<file path="config.mk">
export PLATFORM = sky130hd
export DESIGN_NAME = rri_sequencer
export DESIGN_NICKNAME = d
export VERILOG_FILES = /design/src/hw/rtl/rri_pkg.sv /design/src/hw/rtl/rri_sequencer.sv
export SDC_FILE = /design/constraint.sdc
export NUM_CORES = 1
export LEC_CHECK = 0
export BUFFER_PORTS_ARGS = -buffer_cell sky130_fd_sc_hd__buf_2
export CAP_MARGIN = 30
export CORE_MARGIN = 2
export CORE_UTILIZATION = 35
export CTS_CLUSTER_SIZE = 12
export DETAILED_ROUTE_END_ITERATION = 12
export SYNTH_ARGS = -nofsm -noshare
export SYNTH_HDL_FRONTEND = slang
export SYNTH_SLANG_ARGS = --single-unit
</file>
<file path="constraint.sdc">
create_clock -name aclk -period 5.5 [get_ports aclk]
set_clock_uncertainty 0.15 [all_clocks]
set_input_delay 0.275 -clock aclk [delete_from_list [all_inputs] [get_ports aclk]]
set_output_delay 0.275 -clock aclk [all_outputs]
set_load 0.03 [all_outputs]
</file>
<file path="src/hw/rtl/rri_pkg.sv">
// Shared types, constants and microcode program for the Rossler RK4 integrator.
// Depends on nothing; every other file of the block imports it.
package rri_pkg;

    localparam int WORD_W = 32;
    localparam int FRAC_W = 24;
    localparam int STEP_W = 31;
    localparam int UPC_W  = 7;

    typedef logic signed [WORD_W-1:0] word_t;
    typedef logic [4:0]               src_t;
    typedef logic [2:0]               cfg_idx_t;

    localparam word_t WORD_MAX = {1'b0, {(WORD_W-1){1'b1}}};
    localparam word_t WORD_MIN = {1'b1, {(WORD_W-1){1'b0}}};

    // Configuration register indexes
    localparam cfg_idx_t CFG_PARAM_A   = 3'd0;
    localparam cfg_idx_t CFG_PARAM_B   = 3'd1;
    localparam cfg_idx_t CFG_PARAM_C   = 3'd2;
    localparam cfg_idx_t CFG_TIME_STEP = 3'd3;
    localparam cfg_idx_t CFG_INIT_X    = 3'd4;
    localparam cfg_idx_t CFG_INIT_Y    = 3'd5;
    localparam cfg_idx_t CFG_INIT_Z    = 3'd6;

    localparam word_t             RST_PARAM_A   = 32'sd3355443;
    localparam word_t             RST_PARAM_B   = 32'sd3355443;
    localparam word_t             RST_PARAM_C   = 32'sd95630131;
    localparam logic [STEP_W-1:0] RST_TIME_STEP = 31'd167772;
    localparam word_t             RST_INIT_X    = 32'sd1677722;
    localparam word_t             RST_INIT_Y    = 32'sd0;
    localparam word_t             RST_INIT_Z    = 32'sd0;

    // ceil(2^34 / 6): exact floor division by six for any 31-bit value
    localparam logic [31:0] RECIP6       = 32'hAAAAAAAB;
    localparam int          RECIP6_SHIFT = 34;

    // Operand / destination codes
    localparam src_t SRC_ZERO  = 5'd0;
    localparam src_t SRC_SX    = 5'd1;
    localparam src_t SRC_SY    = 5'd2;
    localparam src_t SRC_SZ    = 5'd3;
    localparam src_t SRC_TX    = 5'd4;
    localparam src_t SRC_TY    = 5'd5;
    localparam src_t SRC_TZ    = 5'd6;
    localparam src_t SRC_KX    = 5'd7;
    localparam src_t SRC_KY    = 5'd8;
    localparam src_t SRC_KZ    = 5'd9;
    localparam src_t SRC_WX    = 5'd10;
    localparam src_t SRC_WY    = 5'd11;
    localparam src_t SRC_WZ    = 5'd12;
    localparam src_t SRC_R     = 5'd13;
    localparam src_t SRC_PA    = 5'd14;
    localparam src_t SRC_PB    = 5'd15;
    localparam src_t SRC_PC    = 5'd16;
    localparam src_t SRC_HALF  = 5'd17;
    localparam src_t SRC_DT    = 5'd18;
    localparam src_t SRC_SIXTH = 5'd19;

    typedef struct packed {
        logic is_mul;
        logic neg_a;
        logic neg_b;
        src_t src_a;
        src_t src_b;
        src_t dst;
        logic done;
    } uc_word_t;

    typedef struct packed {
        logic     uop_en;
        logic     load_init;
        uc_word_t uop;
    } dp_ctl_t;

    function automatic word_t sat_add(input word_t a, input word_t b);
        logic signed [WORD_W:0] s;
        s = {a[WORD_W-1], a} + {b[WORD_W-1], b};
        if (s[WORD_W] != s[WORD_W-1]) begin
            return s[WORD_W] ? WORD_MIN : WORD_MAX;
        end
        return s[WORD_W-1:0];
    endfunction

    function automatic word_t sat_neg(input word_t a);
        if (a == WORD_MIN) begin
            return WORD_MAX;
        end
        return -a;
    endfunction

    // Fixed-point product, floor rounding, saturated to the word range
    function automatic word_t sat_mul(input word_t a, input word_t b);
        logic signed [2*WORD_W-1:0]      p;
        logic signed [2*WORD_W-FRAC_W-1:0] q;
        p = a * b;
        q = p[2*WORD_W-1:FRAC_W];
        if (q > $signed({{(WORD_W-FRAC_W){1'b0}}, WORD_MAX})) begin
            return WORD_MAX;
        end
        if (q < $signed({{(WORD_W-FRAC_W){1'b1}}, WORD_MIN})) begin
            return WORD_MIN;
        end
        return q[WORD_W-1:0];
    endfunction

    function automatic uc_word_t uw(input logic m, input logic na, input logic nb,
                                    input src_t a, input src_t b, input src_t d,
                                    input logic dn);
        uc_word_t w;
        w.is_mul = m;
        w.neg_a  = na;
        w.neg_b  = nb;
        w.src_a  = a;
        w.src_b  = b;
        w.dst    = d;
        w.done   = dn;
        return w;
    endfunction

    // One RK4 step: copy S to T, then four derivative passes (T -> K) with the
    // weighted sum in W and the probe state rebuilt in T, then S += W * dt/6.
    function automatic uc_word_t uc_fetch(input logic [UPC_W-1:0] pc);
        uc_word_t w;
        case (pc)
            7'd0:  w = uw(1'b0, 1'b0, 1'b0, SRC_SX, SRC_ZERO, SRC_TX, 1'b0);
            7'd1:  w = uw(1'b0, 1'b0, 1'b0, SRC_SY, SRC_ZERO, SRC_TY, 1'b0);
            7'd2:  w = uw(1'b0, 1'b0, 1'b0, SRC_SZ, SRC_ZERO, SRC_TZ, 1'b0);
            // derivative of T into K
            7'd3, 7'd18, 7'd36, 7'd54:
                w = uw(1'b0, 1'b1, 1'b1, SRC_TY, SRC_TZ, SRC_KX, 1'b0);
            7'd4, 7'd19, 7'd37, 7'd55:
                w = uw(1'b1, 1'b0, 1'b0, SRC_PA, SRC_TY, SRC_R, 1'b0);
            7'd5, 7'd20, 7'd38, 7'd56:
                w = uw(1'b0, 1'b0, 1'b0, SRC_TX, SRC_R, SRC_KY, 1'b0);
            7'd6, 7'd21, 7'd39, 7'd57:
                w = uw(1'b0, 1'b0, 1'b1, SRC_TX, SRC_PC, SRC_R, 1'b0);
            7'd7, 7'd22, 7'd40, 7'd58:
                w = uw(1'b1, 1'b0, 1'b0, SRC_TZ, SRC_R, SRC_R, 1'b0);
            7'd8, 7'd23, 7'd41, 7'd59:
                w = uw(1'b0, 1'b0, 1'b0, SRC_PB, SRC_R, SRC_KZ, 1'b0);
            // first weight
            7'd9:  w = uw(1'b0, 1'b0, 1'b0, SRC_KX, SRC_ZERO, SRC_WX, 1'b0);
            7'd10: w = uw(1'b0, 1'b0, 1'b0, SRC_KY, SRC_ZERO, SRC_WY, 1'b0);
            7'd11: w = uw(1'b0, 1'b0, 1'b0, SRC_KZ, SRC_ZERO, SRC_WZ, 1'b0);
            // probe state at half step, and at full step for k4
            7'd12, 7'd30: w = uw(1'b1, 1'b0, 1'b0, SRC_KX, SRC_HALF, SRC_R, 1'b0);
            7'd14, 7'd32: w = uw(1'b1, 1'b0, 1'b0, SRC_KY, SRC_HALF, SRC_R, 1'b0);
            7'd16, 7'd34: w = uw(1'b1, 1'b0, 1'b0, SRC_KZ, SRC_HALF, SRC_R, 1'b0);
            7'd48: w = uw(1'b1, 1'b0, 1'b0, SRC_KX, SRC_DT, SRC_R, 1'b0);
            7'd50: w = uw(1'b1, 1'b0, 1'b0, SRC_KY, SRC_DT, SRC_R, 1'b0);
            7'd52: w = uw(1'b1, 1'b0, 1'b0, SRC_KZ, SRC_DT, SRC_R, 1'b0);
            7'd13, 7'd31, 7'd49:
                w = uw(1'b0, 1'b0, 1'b0, SRC_SX, SRC_R, SRC_TX, 1'b0);
            7'd15, 7'd33, 7'd51:
                w = uw(1'b0, 1'b0, 1'b0, SRC_SY, SRC_R, SRC_TY, 1'b0);
            7'd17, 7'd35, 7'd53:
                w = uw(1'b0, 1'b0, 1'b0, SRC_SZ, SRC_R, SRC_TZ, 1'b0);
            // doubled weights for k2 and k3
            7'd24, 7'd42: w = uw(1'b0, 1'b0, 1'b0, SRC_KX, SRC_KX, SRC_R, 1'b0);
            7'd25, 7'd43: w = uw(1'b0, 1'b0, 1'b0, SRC_WX, SRC_R, SRC_WX, 1'b0);
            7'd26, 7'd44: w = uw(1'b0, 1'b0, 1'b0, SRC_KY, SRC_KY, SRC_R, 1'b0);
            7'd27, 7'd45: w = uw(1'b0, 1'b0, 1'b0, SRC_WY, SRC_R, SRC_WY, 1'b0);
            7'd28, 7'd46: w = uw(1'b0, 1'b0, 1'b0, SRC_KZ, SRC_KZ, SRC_R, 1'b0);
            7'd29, 7'd47: w = uw(1'b0, 1'b0, 1'b0, SRC_WZ, SRC_R, SRC_WZ, 1'b0);
            // last weight
            7'd60: w = uw(1'b0, 1'b0, 1'b0, SRC_WX, SRC_KX, SRC_WX, 1'b0);
            7'd61: w = uw(1'b0, 1'b0, 1'b0, SRC_WY, SRC_KY, SRC_WY, 1'b0);
            7'd62: w = uw(1'b0, 1'b0, 1'b0, SRC_WZ, SRC_KZ, SRC_WZ, 1'b0);
            // state update
            7'd63: w = uw(1'b1, 1'b0, 1'b0, SRC_WX, SRC_SIXTH, SRC_R, 1'b0);
            7'd64: w = uw(1'b0, 1'b0, 1'b0, SRC_SX, SRC_R, SRC_SX, 1'b0);
            7'd65: w = uw(1'b1, 1'b0, 1'b0, SRC_WY, SRC_SIXTH, SRC_R, 1'b0);
            7'd66: w = uw(1'b0, 1'b0, 1'b0, SRC_SY, SRC_R, SRC_SY, 1'b0);
            7'd67: w = uw(1'b1, 1'b0, 1'b0, SRC_WZ, SRC_SIXTH, SRC_R, 1'b0);
            7'd68: w = uw(1'b0, 1'b0, 1'b0, SRC_SZ, SRC_R, SRC_SZ, 1'b1);
            default: w = uw(1'b0, 1'b0, 1'b0, SRC_ZERO, SRC_ZERO, SRC_ZERO, 1'b1);
        endcase
        return w;
    endfunction

endpackage

</file>
<file path="src/hw/rtl/rri_sequencer.sv">
// Step counter, microcode fetch and time accumulator control.
// Depends on rri_pkg.
module rri_sequencer #(
    parameter int MAX_STEPS = 16
) (
    input  logic                          aclk,
    input  logic                          aresetn,
    input  logic                          s_valid,
    output logic                          s_ready,
    input  logic                          s_op,
    input  rri_pkg::word_t                s_elapsed,
    input  logic [rri_pkg::STEP_W-1:0]    step_eff,
    input  logic                          out_free,
    output logic                          out_load,
    output logic                          out_last,
    output rri_pkg::dp_ctl_t              ctl
);
    import rri_pkg::*;

    localparam int CNT_W = $clog2(MAX_STEPS + 1);
    localparam int CAP_W = STEP_W + CNT_W;

    localparam logic [1:0] ST_IDLE  = 2'd0;
    localparam logic [1:0] ST_CHECK = 2'd1;
    localparam logic [1:0] ST_RUN   = 2'd2;
    localparam logic [1:0] ST_PUT   = 2'd3;

    logic [1:0]        state_reg, state_next;
    logic [STEP_W-1:0] accum_reg, accum_next;
    logic [CNT_W-1:0]  n_reg, n_next;
    logic [UPC_W-1:0]  upc_reg, upc_next;
    logic              last_reg, last_next;

    logic [CAP_W-1:0]  cap, e_pos, e_clip;
    logic [CAP_W:0]    sum;
    logic [STEP_W-1:0] accum_sub;
    uc_word_t          uop;

    assign uop       = uc_fetch(upc_reg);
    assign cap       = CAP_W'(step_eff) * CAP_W'(MAX_STEPS);
    assign e_pos     = CAP_W'(s_elapsed[WORD_W-2:0]);
    assign e_clip    = (e_pos > cap) ? cap : e_pos;
    assign sum       = (CAP_W+1)'(accum_reg) + (CAP_W+1)'(e_clip);
    assign accum_sub = accum_reg - step_eff;

    always_comb begin
        state_next    = state_reg;
        accum_next    = accum_reg;
        n_next        = n_reg;
        upc_next      = upc_reg;
        last_next     = last_reg;
        s_ready       = 1'b0;
        out_load      = 1'b0;
        ctl.uop_en    = 1'b0;
        ctl.load_init = 1'b0;
        ctl.uop       = uop;
        case (state_reg)
            ST_IDLE: begin
                s_ready = 1'b1;
                if (s_valid) begin
                    if (s_op) begin
                        ctl.load_init = 1'b1;
                        accum_next    = '0;
                        last_next     = 1'b1;
                        state_next    = ST_PUT;
                    end else if (!s_elapsed[WORD_W-1] && (s_elapsed != '0)) begin
                        accum_next = (sum > (CAP_W+1)'({STEP_W{1'b1}})) ?
                                     {STEP_W{1'b1}} : sum[STEP_W-1:0];
                        n_next     = '0;
                        state_next = ST_CHECK;
                    end
                end
            end
            ST_CHECK: begin
                if ((n_reg < CNT_W'(MAX_STEPS)) && (accum_reg >= step_eff)) begin
                    upc_next   = '0;
                    state_next = ST_RUN;
                end else begin
                    state_next = ST_IDLE;
                end
            end
            ST_RUN: begin
                ctl.uop_en = 1'b1;
                upc_next   = upc_reg + 1'b1;
                if (uop.done) begin
                    accum_next = accum_sub;
                    n_next     = n_reg + 1'b1;
                    last_next  = (n_reg + 1'b1 == CNT_W'(MAX_STEPS)) ||
                                 (accum_sub < step_eff);
                    state_next = ST_PUT;
                end
            end
            ST_PUT: begin
                if (out_free) begin
                    out_load   = 1'b1;
                    state_next = last_reg ? ST_IDLE : ST_CHECK;
                end
            end
            default: state_next = ST_IDLE;
        endcase
    end

    assign out_last = last_reg;

    always_ff @(posedge aclk) begin
        if (!aresetn) begin
            state_reg <= ST_IDLE;
            accum_reg <= '0;
            n_reg     <= '0;
            upc_reg   <= '0;
            last_reg  <= 1'b0;
        end else begin
            state_reg <= state_next;
            accum_reg <= accum_next;
            n_reg     <= n_next;
            upc_reg   <= upc_next;
            last_reg  <= last_next;
        end
    end

endmodule

</file>
# Word level (Yosys, flattened, before mapping)
# Memory sizes are Yosys's and may differ from the RTL's. A register that Yosys moved wholly into a read port is not among the register bits.
# Cells that the tools add are included.
# Widths: inputs -> output; s select.
dict set report word_totals {
  output_inout_bits 24
  word_cells 75
  input_bits 68
  romBits 2176
  reg_bits 46
  memories 1
}
# memory words width rd rd_ports_with_merged_regs write_ports line_no
set memory_table {}
lappend memory_table {{(no name shown)} 128 17 1 1 0 rri_pkg.sv:125} ;# case (pc)
dict set report op_classes {
  order_cmp 5
  n_addsub 4
  reduce_logical 13
  n_mux 35
  n_eq_ne 12
}
# cell count
set ops {}
lappend ops {{$mux 31} 5}
lappend ops {{$pmux 31 s2} 1}
lappend ops {{$add 31x36->37} 1}
lappend ops {{$gt 37x31->1 const B} 1}
lappend ops {{$gt 36x35->1} 1}
lappend ops {{$mux 36} 1}
lappend ops {{$reduce_bool 32->1} 1}
lappend ops {{$ge 31x31->1} 1}
lappend ops {{$lt 31x31->1} 1}
lappend ops {{$sub 31x31->31} 1}
lappend ops {{$mux 7} 3}
lappend ops {{$mux 5} 4}
lappend ops {{$ne 2x2->1 const B} 7}
lappend ops {{$pmux 7 s2} 1}
lappend ops {{$mux 2} 6}
lappend ops {{$reduce_and 4->1} 3}
lappend ops {{$mux 1} 11}
lappend ops {{$pmux 5 s2} 1}
lappend ops {{$pmux 2 s4} 1}
lappend ops {{$add 7x1->7 const B} 1}
lappend ops {{$add 5x1->5 const B} 1}
lappend ops {{$eq 5x5->1 const B} 1}
lappend ops {{$lt 5x5->1 const B} 1}
lappend ops {{$reduce_and 5->1} 1}
lappend ops {{other kinds (10)} 13}

# Logic depth before layout (Yosys ltp)
dict set report depth {
  word_depth 9
  depth_mapped 24
  mapped_depth_nobuf 22
}

# Worst setup path before layout
# Ideal clock, no wire load.
dict set report synth_timing {
  kind {input-to-reg}
  startpoint {input port step_eff[29] (netlist name)}
  endpoint {register accum_reg[10]}
  path_stages 21
  required_time_ns 5.225
  path_slack_ns 0.371
  setup_ns 0.125
  arrival_time_ns 4.854
  cell_sequence {inv_1 -> ha_1 -> nand2_1 -> or3b_1 -> nor4_1 -> o21ai_1 -> a21oi_2 -> clkbuf_1 -> mux2_2 -> ha_1 -> and3_1 -> a221oi_1 -> o31ai_1 -> a31o_2 -> o21ai_0 -> nand2_1 -> o311ai_1 -> nor3_2 -> nor2_2 -> buf_2 -> a211oi_1}
}
dict set report synth_via {
  elab_chain_len 9
}
# element line_no
set synth_lines {}
lappend synth_lines {{from (decl)} rri_sequencer.sv:12} ;# input logic [rri_pkg::STEP_W-1:0] step_eff,
lappend synth_lines {{$gt 36x35->1} rri_sequencer.sv:42} ;# assign e_clip = (e_pos > cap) ? cap : e_pos;
lappend synth_lines {{$mux 36 (*)} rri_sequencer.sv:42}
lappend synth_lines {{$add 31x36->37 (*)} rri_sequencer.sv:43} ;# assign sum = (CAP_W+1)'(accum_reg) + (CAP_W+1)'(e_clip);
lappend synth_lines {{$gt 37x31->1} rri_sequencer.sv:67} ;# accum_next = (sum > (CAP_W+1)'({STEP_W{1'b1}})) ?
lappend synth_lines {{$mux 31 (*)} rri_sequencer.sv:67}
lappend synth_lines {{$mux 31 (*)} rri_sequencer.sv:66} ;# end else if (!s_elapsed[WORD_W-1] && (s_elapsed != '0)) begin
lappend synth_lines {{$mux 31 (*)} rri_sequencer.sv:61} ;# if (s_op) begin
lappend synth_lines {{$mux 31 (*)} rri_sequencer.sv:60} ;# if (s_valid) begin
lappend synth_lines {{$pmux 31 s2 (*)} rri_sequencer.sv:57} ;# case (state_reg)
lappend synth_lines {{to (signal assigned)} rri_sequencer.sv:114} ;# accum_reg <= accum_next;
lappend synth_lines {{to (decl)} rri_sequencer.sv:29} ;# logic [STEP_W-1:0] accum_reg, accum_next;
# Every way passes the cells marked *; elsewhere a longest branch is shown, timed or not. The select of a mux whose other input is x is not followed.
# A chain may end at the register's enable or synchronous reset.

# Worst setup path after layout
dict set report layout_timing {
  startpoint {input port step_eff[29] (netlist name)}
  endpoint {register accum_reg[2]}
}
# The elaborated chain is that of the path after synthesis.

==> flow_summary.ini <==
[clock_network]
cts.sinks = 63
path_clk_slew_ns = 0.05
post-cts-setup-buffers = 0
clk_latency_worst_skew_pair_ns = 0.35
cts_tree = done
clk_root_buffer_cell = sky130_fd_sc_hd__clkbuf_16
bufs_on_longest_clock_path = 2
cts-hold-fix-buffers = 0
clock_tree.htree_level_count = 3
tritoncts_buffer_count = 9

[layout]
diodes = 0
design_area_um2 = 11400
flow.area_growth_from_synthesis_pct = 16.5
layout.nets = 1667
drive_gt1_share_pct = 18.0
fill_cells = 2883
fin_cells = 1845
fin_util_pct = 41.3
largest_reg_flops = 31

[sta]
report.final.setup_viol = 0
finalWorstPathRequiredPeriod_ns = 5.15
fin_hold_ws_ns = 0.214
maxClockFrequency_mhz = 194
tightest_slew_ns = 0.963
hold_viol_final = 0
final-max-slew-violation-count = 0
fin_crit_sh_pct = 93.7
unrepaired_setup_endpoints_after_global_routing = false
final.setup.tns_ns = 0
max-slew-margin-rel_pct = 35.8

[power_and_ir_drop]
p_leak_nw = 5.19
power-per-cell-area_nw_per_um2 = 329
ir_worst_vdd_v = 0.000166

[die]
fp.dieH_um = 172
die_x_um = 172
ioPinCount = 92
num_rows = 61
coreArea_um2 = 27700
total_die_area_um2 = 29400
initial_standard_cell_utilization_of_the_core_pct = 35.5

[global_routing]
pin_count_of_the_biggest_net_entering_global_routing = 38
number_of_antenna_violations_at_the_first_check_in_global_routing = 1
overflow = 0
first_global_vias = 10200
grt.total_usage_pct = 23.3
grt_first_pass_wirelength_um = 54800

[worst_setup_path]
timing.critical_path.required_ns = 5.55
ff2ff_setup_slack_ns = 0.64
crit_path_max_fanout = 17
worstSetupPathType = input pin to flop
endpoint_kind = flop
worst-endpoint-arrival_ns = 5.20
critPathLaunchType = input pin

[synth]
syn-cell-area_um2 = 9820
post_synth.cell_area_avg_um2 = 7.37
yosys.cell_types.count = 92
synth_top_cells_by_area = sky130_fd_sc_hd__ha_1 17%, sky130_fd_sc_hd__dfxtp_1 13%, sky130_fd_sc_hd__a21oi_1 6.8%, sky130_fd_sc_hd__o21ai_0 4.8%, sky130_fd_sc_hd__nand2_1 3.8%
synth_enable_flop_cells = 0
async_reset_ff_share_pct = 0
synthesis.instances = 1333
synth-main-ff-cell = sky130_fd_sc_hd__dfxtp_1
synth_warnings = 0
yosysTopAreaCell = sky130_fd_sc_hd__ha_1
synth_seq_cells = 63
synth.top_cell.area_share_pct = 17.1
synth-seq-area-share_pct = 12.8

[worst_hold_path]
holdCritPathClass = input pin to flop

[status]
outcome = finished clean

[place]
post-place-cells = 1830
place_area_um2 = 11100
finalWeightedCongestion = 0.928
dpl.hpwl_um = 27600
number_of_port_buffers = 89

[routing]
vias = 10900
routedWlPerCell_um = 18.7
drt_pre_antenna_iters = 5
drc = 0
routed_wl_um = 34400
route.antenna.remaining_nets = 0
viasPerCell = 5.91
first_iter_violations = 954

[run]
cap_viol_max_count = 0
layout make-up:
class | count | area [µm²] | area share, %
flip-flops and latches | 63 | 1260 | 11.0
repair buffers | 186 | 1200 | 10.5
multi-input cells | 1134 | 7950 | 69.5
clock inverters | 5 | 60.1 | 0.525
well taps | 378 | 473 | 4.13
inverters | 69 | 269 | 2.35
clock buffers | 10 | 229 | 2.00
metal layers:
layer	global-route usage (%)	wire length, µm
met1	32.0	15900
met2	37.7	15500
met3	3.01	2110
met4	7.63	916
met5	0	13
metrics by stage:
step | power [mW] | worst slack, ns
2_1_floorplan | 2.35 | 0.371
4_1_cts | 3.73 | 0.362
3_3_place_gp | 3.10 | 0.0804
6_report | 3.76 | 0.348
5_1_grt | 4.07 | 0.00401
3_5_place_dp | 3.12 | 0.0130
synth_stat cells, drive strengths merged (28+ instances only):
cell type and count:
a21o 43, nor2 98, o21ai 106, a211oi 31, dfxtp 63, clkbuf 36
mux2 28, buf 32, nand2 102, nand3 40, xnor2 35, nand4 28
ha 134, inv 66, a21oi 138
worst paths after layout:
| check | startpoint | endpoint | cells past startpoint |
|---|---|---|---|
| setup reg to reg | accum_reg[0] | out_last | 22 |
| hold reg to reg | n_reg[1] | n_reg[1] | 2 |
| setup / recovery | step_eff[29] | accum_reg[2] | 24 |
| hold / removal | s_valid | state_reg[0] | 3 |
timing repair:
item,CTS,global route
endpoints found under the setup margin,0,1
gates resized for setup,0,2
hold endpoints to repair,0,0
critical path: stages:
cell and delay [ns]:
sky130_fd_sc_hd__buf_2 0.12, sky130_fd_sc_hd__inv_1 0.06, sky130_fd_sc_hd__ha_1 0.26, sky130_fd_sc_hd__nand2_1 0.06, sky130_fd_sc_hd__or3b_1 0.41, sky130_fd_sc_hd__nor4_1 0.28, sky130_fd_sc_hd__buf_4 0.17, sky130_fd_sc_hd__o21ai_1 0.09
sky130_fd_sc_hd__a21oi_4 0.21, sky130_fd_sc_hd__buf_4 0.27, sky130_fd_sc_hd__mux2_2 0.37, sky130_fd_sc_hd__ha_1 0.30, sky130_fd_sc_hd__a21o_1 0.21, sky130_fd_sc_hd__buf_4 0.14, sky130_fd_sc_hd__nor3_1 0.15, sky130_fd_sc_hd__o21ai_0 0.12
sky130_fd_sc_hd__o21a_1 0.13, sky130_fd_sc_hd__or3b_1 0.37, sky130_fd_sc_hd__a21oi_1 0.24, sky130_fd_sc_hd__o2111a_1 0.23, sky130_fd_sc_hd__nor3_2 0.06, sky130_fd_sc_hd__buf_4 0.16, sky130_fd_sc_hd__o311ai_0 0.38, sky130_fd_sc_hd__a21oi_1 0.12
placed cells by master, fill, tap and decap left out, types with 11 or more instances in the layout:
master,instances
sky130_fd_sc_hd__ha_1,134
sky130_fd_sc_hd__a211oi_1,31
sky130_fd_sc_hd__a21o_1,43
sky130_fd_sc_hd__dfxtp_1,63
sky130_fd_sc_hd__xor2_1,20
sky130_fd_sc_hd__nand2b_1,20
sky130_fd_sc_hd__inv_1,63
sky130_fd_sc_hd__buf_4,95
sky130_fd_sc_hd__mux2_2,28
sky130_fd_sc_hd__o21ai_0,94
sky130_fd_sc_hd__buf_2,89
sky130_fd_sc_hd__xnor2_1,35
sky130_fd_sc_hd__nor3_1,24
sky130_fd_sc_hd__o21a_1,17
sky130_fd_sc_hd__o211ai_1,21
sky130_fd_sc_hd__nand4_1,27
sky130_fd_sc_hd__nand2_1,99
sky130_fd_sc_hd__and2_1,14
sky130_fd_sc_hd__and3_1,23
sky130_fd_sc_hd__o31ai_1,11
sky130_fd_sc_hd__a31oi_1,27
sky130_fd_sc_hd__nand3_1,39
sky130_fd_sc_hd__nor2b_1,15
sky130_fd_sc_hd__nor2_1,95
sky130_fd_sc_hd__a21oi_1,134
kinds of logic after synthesis:
| family | after synthesis | synth area share [%] |
|---|---|---|
| simple gates | 410 | 21.3 |
| buf+inv | 137 | 6.39 |
| fa+ha+maj | 136 | 17.5 |
| other cells | 1 | 0.0382 |
| mux | 33 | 3.72 |
| flops | 63 | 12.8 |
| compound gates | 498 | 33.3 |
| xor+xnor | 55 | 4.90 |
where the power goes:
part	switching, mW	leakage, nW	internal, mW
combinational	1.49	4.53	1.05
sequential	0.0944	0.515	0.538
clock	0.241	0.139	0.350
(Power assumes the default switching activity.)
